===== config.mk =====
export PLATFORM = sky130hd
export DESIGN_NAME = calendar_clock_tick_unit_flat
export DESIGN_NICKNAME = d
export VERILOG_FILES = /design/src/hw/rtl/cct_pkg.sv /design/src/hw/rtl/cct_if.sv /design/src/hw/rtl/calendar_clock_tick_unit.sv /design/src/flat_wrapper.sv
export SDC_FILE = /design/constraint.sdc
export NUM_CORES = 1
export LEC_CHECK = 0
export ABC_CLOCK_PERIOD_IN_PS = 4000
export BUFFER_PORTS_ARGS = -buffer_cell sky130_fd_sc_hd__buf_4
export CAP_MARGIN = 10
export CORE_MARGIN = 4
export CORE_UTILIZATION = 55
export CTS_CLUSTER_SIZE = 10
export DETAILED_ROUTE_END_ITERATION = 6
export HOLD_SLACK_MARGIN = 0.1
export PLACE_DENSITY_LB_ADDON = 0.12
export SLEW_MARGIN = 20
export SYNTH_ARGS = -nofsm -noshare
export SYNTH_HDL_FRONTEND = slang
export SYNTH_SLANG_ARGS = --single-unit

===== constraint.sdc =====
create_clock -name i_clk -period 4 [get_ports i_clk]
set_input_delay 0.8 -clock i_clk [delete_from_list [all_inputs] [get_ports i_clk]]
set_output_delay 0.8 -clock i_clk [all_outputs]
set_load 0.02 [all_outputs]

===== src/hw/rtl/cct_pkg.sv =====
`timescale 1ns / 1ps
`default_nettype none

package cct_pkg;

    localparam int unsigned SEC_MAX     = 59;
    localparam int unsigned MIN_MAX     = 59;
    localparam int unsigned HOUR_MAX    = 23;
    localparam int unsigned WDAY_MAX    = 6;
    localparam int unsigned MONTH_MAX   = 12;
    localparam int unsigned LONG_MONTH  = 31;
    localparam int unsigned SHORT_MONTH = 30;
    localparam int unsigned FEB_DAYS    = 28;

    localparam int unsigned MASK_W = 6;

    // change mask bit positions
    localparam int unsigned MASK_SEC   = 0;
    localparam int unsigned MASK_MIN   = 1;
    localparam int unsigned MASK_HAND  = 2;
    localparam int unsigned MASK_DAY   = 3;
    localparam int unsigned MASK_MONTH = 4;
    localparam int unsigned MASK_YEAR  = 5;

    typedef enum logic {
        ACT_TICK = 1'b0,
        ACT_LOAD = 1'b1
    } t_action;

    typedef struct packed {
        t_action     action;
        logic [5:0]  load_second;
        logic [5:0]  load_minute;
        logic [4:0]  load_hour;
        logic [4:0]  load_day;
        logic [3:0]  load_month;
        logic [15:0] load_year;
        logic [2:0]  load_weekday;
    } t_in_item;

    typedef struct packed {
        logic [5:0]        second;
        logic [5:0]        minute;
        logic [4:0]        hour;
        logic [4:0]        day;
        logic [3:0]        month;
        logic [15:0]       year;
        logic [2:0]        weekday;
        logic [MASK_W-1:0] change_mask;
    } t_out_item;

    // months outside 1..12 take the february length
    function automatic logic [4:0] month_length(input logic [3:0] m, input logic [15:0] y);
        logic [4:0] len;
        case (m)
            4'd1, 4'd3, 4'd5, 4'd7, 4'd8, 4'd10, 4'd12: len = 5'(LONG_MONTH);
            4'd4, 4'd6, 4'd9, 4'd11:                    len = 5'(SHORT_MONTH);
            default: len = (y[1:0] == 2'b00) ? 5'(FEB_DAYS + 1) : 5'(FEB_DAYS);
        endcase
        return len;
    endfunction

endpackage

`default_nettype wire


===== src/hw/rtl/cct_if.sv =====
`timescale 1ns / 1ps
`default_nettype none

interface cct_in_if;
    logic              valid;
    logic              ready;
    cct_pkg::t_in_item data;

    modport source (output valid, output data, input ready);
    modport sink   (input valid, input data, output ready);
endinterface

interface cct_out_if;
    logic               valid;
    logic               ready;
    cct_pkg::t_out_item data;

    modport source (output valid, output data, input ready);
    modport sink   (input valid, input data, output ready);
endinterface

`default_nettype wire


===== src/hw/rtl/calendar_clock_tick_unit.sv =====
`timescale 1ns / 1ps
`default_nettype none

// channel   dir   beat contents
// i_in      in    action, load_second .. load_weekday
// o_out     out   second .. weekday, change_mask
//
// one beat in per cycle while i_in.ready is high; each beat gives one result beat in the next cycle
// the carry chain from second to year is one pass of logic on the state registers
// i_in.ready drops while a result waits in the output register and o_out.ready is low
// synchronous reset clears the calendar to all zero and empties the output register
// i_in.ready is held low while reset is asserted

module calendar_clock_tick_unit (
    input  wire  i_clk,
    input  wire  i_rst_n,
    cct_in_if.sink    i_in,
    cct_out_if.source o_out
);
    import cct_pkg::*;

    logic [5:0]  r_sec, r_min;
    logic [4:0]  r_hour, r_day;
    logic [3:0]  r_month;
    logic [15:0] r_year;
    logic [2:0]  r_wday;
    logic        r_out_valid;
    t_out_item   r_out_data;

    logic [5:0]        n_sec, n_min;
    logic [4:0]        n_hour, n_day;
    logic [3:0]        n_month;
    logic [15:0]       n_year;
    logic [2:0]        n_wday;
    logic [MASK_W-1:0] n_mask;

    logic [6:0] sec_inc, min_inc;
    logic [5:0] hour_inc, day_inc;
    logic [4:0] month_inc;
    logic [3:0] wday_inc;
    logic [4:0] cur_len;
    logic       accept;

    assign i_in.ready  = i_rst_n && (!r_out_valid || o_out.ready);
    assign accept      = i_in.valid && i_in.ready;
    assign o_out.valid = r_out_valid;
    assign o_out.data  = r_out_data;

    // increments kept one bit wider so out-of-range counts still roll over
    assign sec_inc   = {1'b0, r_sec} + 7'd1;
    assign min_inc   = {1'b0, r_min} + 7'd1;
    assign hour_inc  = {1'b0, r_hour} + 6'd1;
    assign day_inc   = {1'b0, r_day} + 6'd1;
    assign month_inc = {1'b0, r_month} + 5'd1;
    assign wday_inc  = {1'b0, r_wday} + 4'd1;
    assign cur_len   = month_length(r_month, r_year);

    always_comb begin
        n_sec   = r_sec;
        n_min   = r_min;
        n_hour  = r_hour;
        n_day   = r_day;
        n_month = r_month;
        n_year  = r_year;
        n_wday  = r_wday;
        n_mask  = '0;
        if (i_in.data.action == ACT_LOAD) begin
            n_sec   = i_in.data.load_second;
            n_min   = i_in.data.load_minute;
            n_hour  = i_in.data.load_hour;
            n_day   = i_in.data.load_day;
            n_month = i_in.data.load_month;
            n_year  = i_in.data.load_year;
            n_wday  = i_in.data.load_weekday;
        end else begin
            n_mask[MASK_SEC] = 1'b1;
            n_sec = sec_inc[5:0];
            if (sec_inc > 7'(SEC_MAX)) begin
                n_sec = '0;
                n_mask[MASK_MIN]  = 1'b1;
                n_mask[MASK_HAND] = 1'b1;
                n_min = min_inc[5:0];
                if (min_inc > 7'(MIN_MAX)) begin
                    n_min  = '0;
                    n_hour = hour_inc[4:0];
                    if (hour_inc > 6'(HOUR_MAX)) begin
                        n_hour = '0;
                        n_mask[MASK_DAY] = 1'b1;
                        n_wday = (wday_inc > 4'(WDAY_MAX)) ? 3'd0 : wday_inc[2:0];
                        n_day  = day_inc[4:0];
                        if (day_inc > {1'b0, cur_len}) begin
                            n_day = 5'd1;
                            n_mask[MASK_MONTH] = 1'b1;
                            n_month = month_inc[3:0];
                            if (month_inc > 5'(MONTH_MAX)) begin
                                n_month = 4'd1;
                                n_mask[MASK_YEAR] = 1'b1;
                                n_year = r_year + 16'd1;
                            end
                        end
                    end
                end
            end
        end
    end

    always_ff @(posedge i_clk) begin
        if (!i_rst_n) begin
            r_sec       <= '0;
            r_min       <= '0;
            r_hour      <= '0;
            r_day       <= '0;
            r_month     <= '0;
            r_year      <= '0;
            r_wday      <= '0;
            r_out_valid <= 1'b0;
        end else begin
            if (accept) begin
                r_sec       <= n_sec;
                r_min       <= n_min;
                r_hour      <= n_hour;
                r_day       <= n_day;
                r_month     <= n_month;
                r_year      <= n_year;
                r_wday      <= n_wday;
                r_out_valid <= 1'b1;
            end else if (o_out.ready) begin
                r_out_valid <= 1'b0;
            end
        end
    end

    always_ff @(posedge i_clk) begin
        if (accept) begin
            r_out_data <= '{second: n_sec, minute: n_min, hour: n_hour, day: n_day,
                            month: n_month, year: n_year, weekday: n_wday,
                            change_mask: n_mask};
        end
    end

endmodule

`default_nettype wire


===== src/flat_wrapper.sv =====
// flat-port wrapper written by rule: the top's interface ports become plain ports
module calendar_clock_tick_unit_flat import cct_pkg::*;
  (i_clk, i_rst_n, i_in_valid, i_in_data, i_in_ready, o_out_valid, o_out_data, o_out_ready);
  cct_in_if i_in_i ();
  cct_out_if o_out_i ();
  input  wire i_clk;
  input  wire i_rst_n;
  input wire logic [$bits(i_in_i.valid)-1:0] i_in_valid;
  input wire logic [$bits(i_in_i.data)-1:0] i_in_data;
  output wire logic [$bits(i_in_i.ready)-1:0] i_in_ready;
  output wire logic [$bits(o_out_i.valid)-1:0] o_out_valid;
  output wire logic [$bits(o_out_i.data)-1:0] o_out_data;
  input wire logic [$bits(o_out_i.ready)-1:0] o_out_ready;
  assign i_in_i.valid = i_in_valid;
  assign i_in_i.data = i_in_data;
  assign i_in_ready = i_in_i.ready;
  assign o_out_valid = o_out_i.valid;
  assign o_out_data = o_out_i.data;
  assign o_out_i.ready = o_out_ready;
  calendar_clock_tick_unit u_core (.i_clk(i_clk), .i_rst_n(i_rst_n), .i_in(i_in_i), .o_out(o_out_i));
endmodule

==> impl_metrics.ini, run 1 <==
[clocking]
clk-insertion-delay-late_ns = 0.35
cts_buffers = 9
clock_sinks = 96
clock-root-buffer = clkbuf_16
htreeDepth = 3
cts_buffer_depth = 2
cts_tree = built
path_clk_slew_ns = 0.06
cts_setup_buffers = 0
cts.repair.resized = 0
hold_buffers = 0

[grt]
grt_pass1_vias = 5647
grt_overflow = 0
grt_max_degree = 85
grt_pass1_wl_um = 27800
antenna_found_initial = 0
gr-usage-all-layers_pct = 26.2

[synthesis]
synth_xor_xnor_area_share_pct = 1.70
synthAdderAreaFrac_pct = 3.63
synth_top_family_by_area = simple AND/OR/NAND/NOR gates
ys_types = 81
synth-main-ff-cell = edfxtp_1
yosys_warnings = 0
synth-async-reset-ratio_pct = 0
ys_ff_latch = 96
synth_nets = 785
ys_seq_area_share_pct = 39.1
muxShareOfSynthArea_pct = 2.99
synthCells = 717
synth_edf_count = 50
synth_compound_area_share_pct = 21.4
syn_area_mm2 = 0.00620
syn-mean-instance-area_um2 = 8.65
synth_simple_gate_area_share_pct = 26.1

[detailed_routing]
drt_iter0_drc = 455
dr.pass1.iters = 5
viasPerCell = 6.31
via_count = 5901
routed_wl_um = 17000
drc = 0
ant_nets = 0
wl_per_cell_um = 18.2

[timing]
setup_viol = 0
rsz0062_at_grt = false
fin_crit_sh_pct = 88.5
finalHoldViolCount = 0
finalClockSkew_ns = 0.00845
max_freq_mhz = 282
drv_slew = 0
tns_ns = 0
period_minus_slack_ns = 3.54
worst_pin_slew_ns = 0.891
relSlewSlack_pct = 40.5

[setup_path]
cpMostUsedCell = nand2_1
crit_type = flop to flop
crit_fanout = 9
cp-end-kind = flop
worst_path_largest_cell_delay_ns = 0.68
cp_cell_sequence = inv_1 -> ha_1 -> o21ai_0 -> a2111oi_0 -> a21oi_1 -> ha_1 -> nand2_1 -> o211ai_1 -> o21ai_1 -> buf_4 -> nand2_1 -> nor4_1 -> nand2_1 -> a22o_1
cp_data_arrival_time_ns = 3.64
critPathSlowestCell = nor4_1
cp.required_ns = 4.10
start_kind = flop

[floorplan]
die-area_mm2 = 0.0130
ioPinCount = 103
placementRows = 38
die_x_um = 114
initial_core_util_pct = 56.7
fp.dieH_um = 114
design.core.area_mm2 = 0.0109

[power_and_ir_drop]
power_mw = 2.47
power_density_mw_per_mm2 = 337
leakage_nw = 2.88
vdd_drop_max_uv = 283

[finish]
syn2layout_area_growth_pct = 18.2
antennaDiodeCount = 0
final_layout_size_suffix_gt1_share_pct = 19.7
final_nets = 858

[min_path]
min_path_type = flop to flop

[placement]
place_congestion = 0.837
dp_hpwl_um = 11700
io_buffers = 102

[status]
status = finished clean

[run]
max_cap_violations = 0
==> sequential cells by signal (all words and copies together), names as in the netlist <==
| signal | count |
|---|---|
| u_core.o_out.data | 50 |
| u_core.o_out.valid | 1 |
| u_core.r_day | 5 |
| u_core.r_hour | 5 |
| u_core.r_min | 6 |
| u_core.r_month | 4 |
| u_core.r_sec | 6 |
| u_core.r_wday | 3 |
| u_core.r_year | 16 |
==> final timing paths <==
path	startpoint	endpoint	slack, ns	cells after the start
hold reg to reg	u_core.o_out.valid$_SDFFE_PN0P_	u_core.o_out.valid$_SDFFE_PN0P_	0.53	2
hold / removal	u_core.o_out.valid$_SDFFE_PN0P_	u_core.o_out.valid$_SDFFE_PN0P_	0.53	2
setup / recovery	u_core.r_month[0]$_SDFFE_PN0P_	u_core.o_out.data[25]$_DFFE_PP_	0.46	14
setup reg to reg	u_core.r_month[0]$_SDFFE_PN0P_	u_core.o_out.data[25]$_DFFE_PP_	0.46	14
==> layout by cell type (no fill, tap or decap), types with 8 or more instances in the layout <==
| master | netlist | layout |
|---|---|---|
| a21o_1 | 9 | 9 |
| a21oi_1 | 20 | 20 |
| a22oi_1 | 8 | 8 |
| a31oi_1 | 17 | 17 |
| and3_1 | 24 | 24 |
| buf_4 | 4 | 116 |
| clkbuf_16 | 0 | 9 |
| dfxtp_1 | 46 | 46 |
| edfxtp_1 | 50 | 50 |
| ha_1 | 18 | 18 |
| inv_1 | 22 | 21 |
| mux2i_1 | 14 | 14 |
| nand2_1 | 78 | 78 |
| nand2b_1 | 8 | 8 |
| nand3_1 | 59 | 59 |
| nand4_1 | 8 | 8 |
| nor2_1 | 51 | 51 |
| nor2b_1 | 17 | 17 |
| nor3_1 | 12 | 12 |
| o211ai_1 | 18 | 18 |
| o21ai_0 | 40 | 40 |
| o31ai_1 | 10 | 10 |
| or4_1 | 12 | 12 |
==> per-layer routing <==
metal,routed length [um],vias up,GRT usage [%]
met3,1030,30,3.75
met1,7010,2816,32.9
met5,0,-,0
li1,-,2828,-
met4,335,0,9.26
met2,8640,227,46.0
==> kinds of logic (layout without fill, tap and decap cells) <==
group | after synthesis | in the layout
AND/OR/NAND/NOR | 310 | 310
AO/OA/AOI/OAI | 186 | 186
flip-flops | 96 | 96
buffers and inverters | 77 | 155
adder cells (fa/ha/maj) | 18 | 18
multiplexers | 18 | 18
XOR/XNOR | 12 | 12
==> synth_stat cells (all sizes together), types with 3 or more instances <==
cell / instances / area share [%]
nand2: 78 / 4.7
nand3: 60 / 4.9
nor2: 51 / 3.1
edfxtp: 50 / 24
dfxtp: 46 / 15
o21ai: 41 / 3.3
clkbuf: 37 / 2.2
and3: 25 / 2.5
inv: 22 / 1.3
a21oi: 20 / 1.6
o211ai: 19 / 2.4
a31oi: 18 / 2.1
buf: 18 / 1.6
ha: 18 / 3.6
nor2b: 17 / 1.7
mux2i: 14 / 2.3
nor3: 13 / 1.1
or4: 12 / 1.5
o31ai: 11 / 1.4
a21o: 9 / 1.1
nand4: 9 / 1.2
a21boi: 8 / 0.97
a22oi: 8 / 0.97
nand2b: 8 / 0.81
nor4: 8 / 1.2
or3: 8 / 0.83
xnor2: 7 / 0.99
and2: 5 / 0.50
or2: 5 / 0.50
xor2: 5 / 0.71
a221o: 4 / 0.65
a31o: 4 / 0.57
mux2: 4 / 0.73
nor3b: 4 / 0.48
o2bb2ai: 4 / 0.57
a2bb2oi: 3 / 0.42
o21a: 3 / 0.36
o31a: 3 / 0.42
o41ai: 3 / 0.42
==> through the flow <==
| step | cells | worst slack, ns | utilization (%) | hold WS (ns) | instance area [um2] |
|---|---|---|---|---|---|
| after floorplan | 717 | 0.277 | - | 0.483 | 6200 |
| after global placement | 919 | 0.534 | 64.2 | 0.486 | 7030 |
| after detailed placement | 919 | 0.503 | 64.2 | 0.522 | 7030 |
| after CTS | 935 | 0.493 | 67.0 | 0.534 | 7330 |
| after global routing | 935 | 0.147 | 67.0 | 0.562 | 7330 |
| final | 935 | 0.459 | 67.0 | 0.531 | 7330 |
==> area by class of cell <==
cell class	instances	area [um2]
Fill cell	915	3600
Multi-Input combinational cell	544	3450
Sequential cell	96	2420
Timing Repair Buffer	117	891
Clock buffer	12	236
Tap cell	140	175
Inverter	22	82.6
Clock inverter	4	68.8
==> power by group <==
| group | switching, mW | total (mW) | internal [mW] |
|---|---|---|---|
| clock | 0.374 | 0.920 | 0.546 |
| sequential | 0.0651 | 1.17 | 1.10 |
| combinational | 0.216 | 0.384 | 0.169 |
| total | 0.654 | 2.47 | 1.82 |
==> worst max-delay path: cells and delay by family, from the launching register on <==
kind,cells,cell delay (ns)
AND/OR/NAND/NOR,4,0.95
flip-flops,1,0.38
adder cells (fa/ha/maj),2,0.53
AO/OA/AOI/OAI,6,1.09
buffers and inverters,2,0.33
(Power assumes the default switching activity.)
==> run 2: changes to the inputs <==
RECOVER_POWER = 25   (was default)
==> run 2 against run 1 <==
The run now ends with max-capacitance violations, max-slew violations left; critical path type unchanged; wire length rose by 0.15%; via count rose by 0.36%; critical path depth did not move; largest power group unchanged; hold slack improved by 0.0027 ns; first-iteration DRC count rose by 2.6%; die area did not move; sequential share of layout area rose by 0.85 points; worst setup slack improved by 0.014 ns.
==> impl_metrics.ini, run 2 (synthesized netlist as in run 1, its figures left out) <==
[timing]
rsz0062_at_grt = false
max_freq_mhz = 284
worst_pin_slew_ns = 1.68
period_minus_slack_ns = 3.53
setup_viol = 0
fin_ws_ns = 0.473
drv_slew = 68
finalHoldViolCount = 0
fin_crit_sh_pct = 88.2
relSlewSlack_pct = -12.0
tns_ns = 0
finalClockSkew_ns = 0.00810

[grt]
gr-usage-all-layers_pct = 26.2
grt_pass1_vias = 5647
antenna_found_initial = 0
grt_pass1_wl_um = 27800
grt_max_degree = 85
grt_overflow = 0

[detailed_routing]
viasPerCell = 6.33
ant_nets = 0
via_count = 5922
drc = 0
wl_per_cell_um = 18.2
drt_iter0_drc = 467
dr.pass1.iters = 5
routed_wl_um = 17000

[floorplan]
placementRows = 38
die-area_mm2 = 0.0130
initial_core_util_pct = 56.7
die_x_um = 114
fp.dieH_um = 114
ioPinCount = 103
design.core.area_mm2 = 0.0109

[finish]
largest_register_ffs = 50
antennaDiodeCount = 0
final_layout_size_suffix_gt1_share_pct = 13.6
layoutNonFillerInstCount = 935
ff_latch_area_mm2 = 0.00242
final_common_cell = nand2_1
final_cell_mix = nand2_1, buf_4, nand3_1
final_nets = 858
multi_input_area_mm2 = 0.00345
syn2layout_area_growth_pct = 15.3
nFillCells = 980

[placement]
io_buffers = 102
place_congestion = 0.837
dp_hpwl_um = 11700
preCtsSetupSlack_ns = 0.503
post-place-cells = 919

[clocking]
cts_buffer_depth = 2
clock_sinks = 96
cts_setup_buffers = 0
htreeDepth = 3
cts_buffers = 9
clk-insertion-delay-late_ns = 0.35
cts.repair.resized = 0
hold_buffers = 0
cts_tree = built
path_clk_slew_ns = 0.07
clock-root-buffer = clkbuf_16

[setup_path]
r2r_end = u_core.o_out.data[25]$_DFFE_PP_
cp_data_arrival_time_ns = 3.63
crit_type = flop to flop
r2r_slack_ns = 0.47
crit_fanout = 9
cp.required_ns = 4.10
cp-end-kind = flop
r2r_start = u_core.r_month[0]$_SDFFE_PN0P_
start_kind = flop
reg2reg_depth = 14

[min_path]
hp-start = u_core.r_year[0]$_SDFFE_PN0P_
whs_endpoint = u_core.r_year[0]$_SDFFE_PN0P_
hold_depth = 1
min_path_type = flop to flop

[run]
max_cap_violations = 2

[power_and_ir_drop]
leakage_nw = 2.70
vdd_drop_max_uv = 283
power_density_mw_per_mm2 = 343

[status]
status = finished with violations
violations = max-capacitance violations, max-slew violations
run 2: power breakdown:
part,leakage (nW),switching (mW),internal (mW)
clock,0.148,0.371,0.546
combinational,1.70,0.217,0.149
sequential,0.852,0.0643,1.10
total,2.70,0.652,1.80
run 2: layout make-up:
class	count	share of cell area, %
sequential	96	33.9
clock buffer	12	3.31
clock inverter	4	0.963
multi-input combinational	544	48.3
inverter	22	1.16
timing repair buffer	117	9.89
tap	140	2.45
run 2: critical path, cell delays in order (launching register included):
cell and delay, ns:
dfxtp_1 0.38, inv_1 0.15, ha_1 0.23, o21ai_0 0.09, a2111oi_0 0.41, a21oi_1 0.08
ha_1 0.30, nand2_1 0.06, o211ai_1 0.12, o21ai_1 0.19, buf_4 0.18, nand2_1 0.10
nor4_1 0.67, nand2_1 0.11, a22o_1 0.20
run 2: worst max-delay path by stage:
| stage | start | end | slack [ns] | cells past startpoint |
|---|---|---|---|---|
| after floorplan | o_out_ready | u_core.r_year[14]$_SDFFE_PN0P_ | 0.28 | 8 |
| after global placement | u_core.r_month[0]$_SDFFE_PN0P_ | u_core.o_out.data[25]$_DFFE_PP_ | 0.53 | 14 |
| after detailed placement | u_core.r_month[0]$_SDFFE_PN0P_ | u_core.o_out.data[25]$_DFFE_PP_ | 0.50 | 14 |
| after CTS | u_core.r_month[0]$_SDFFE_PN0P_ | u_core.o_out.data[25]$_DFFE_PP_ | 0.49 | 14 |
| after global routing | u_core.r_month[0]$_SDFFE_PN0P_ | u_core.o_out.data[25]$_DFFE_PP_ | 0.15 | 14 |
| final | u_core.r_month[0]$_SDFFE_PN0P_ | u_core.o_out.data[25]$_DFFE_PP_ | 0.47 | 14 |
run 2: stage by stage:
step	total power [mW]	hold slack (ns)	instance area, um2	util [%]
3_3_place_gp	1.56	0.486	7030	64.2
6_report	2.45	0.533	7150	65.4
2_1_floorplan	1.42	0.483	6200	-
4_1_cts	2.48	0.534	7330	67.0
5_1_grt	2.55	0.567	7150	65.4
3_5_place_dp	1.57	0.522	7030	64.2
run 2: layer usage:
metal  GRT usage (%)  up-vias  share of wire [%]
li1                -     2828                  -
met4            9.26        0                2.0
met3            3.75       28                6.2
met1            32.9     2850                 41
met5               0        -                  0
met2            46.0      216                 51
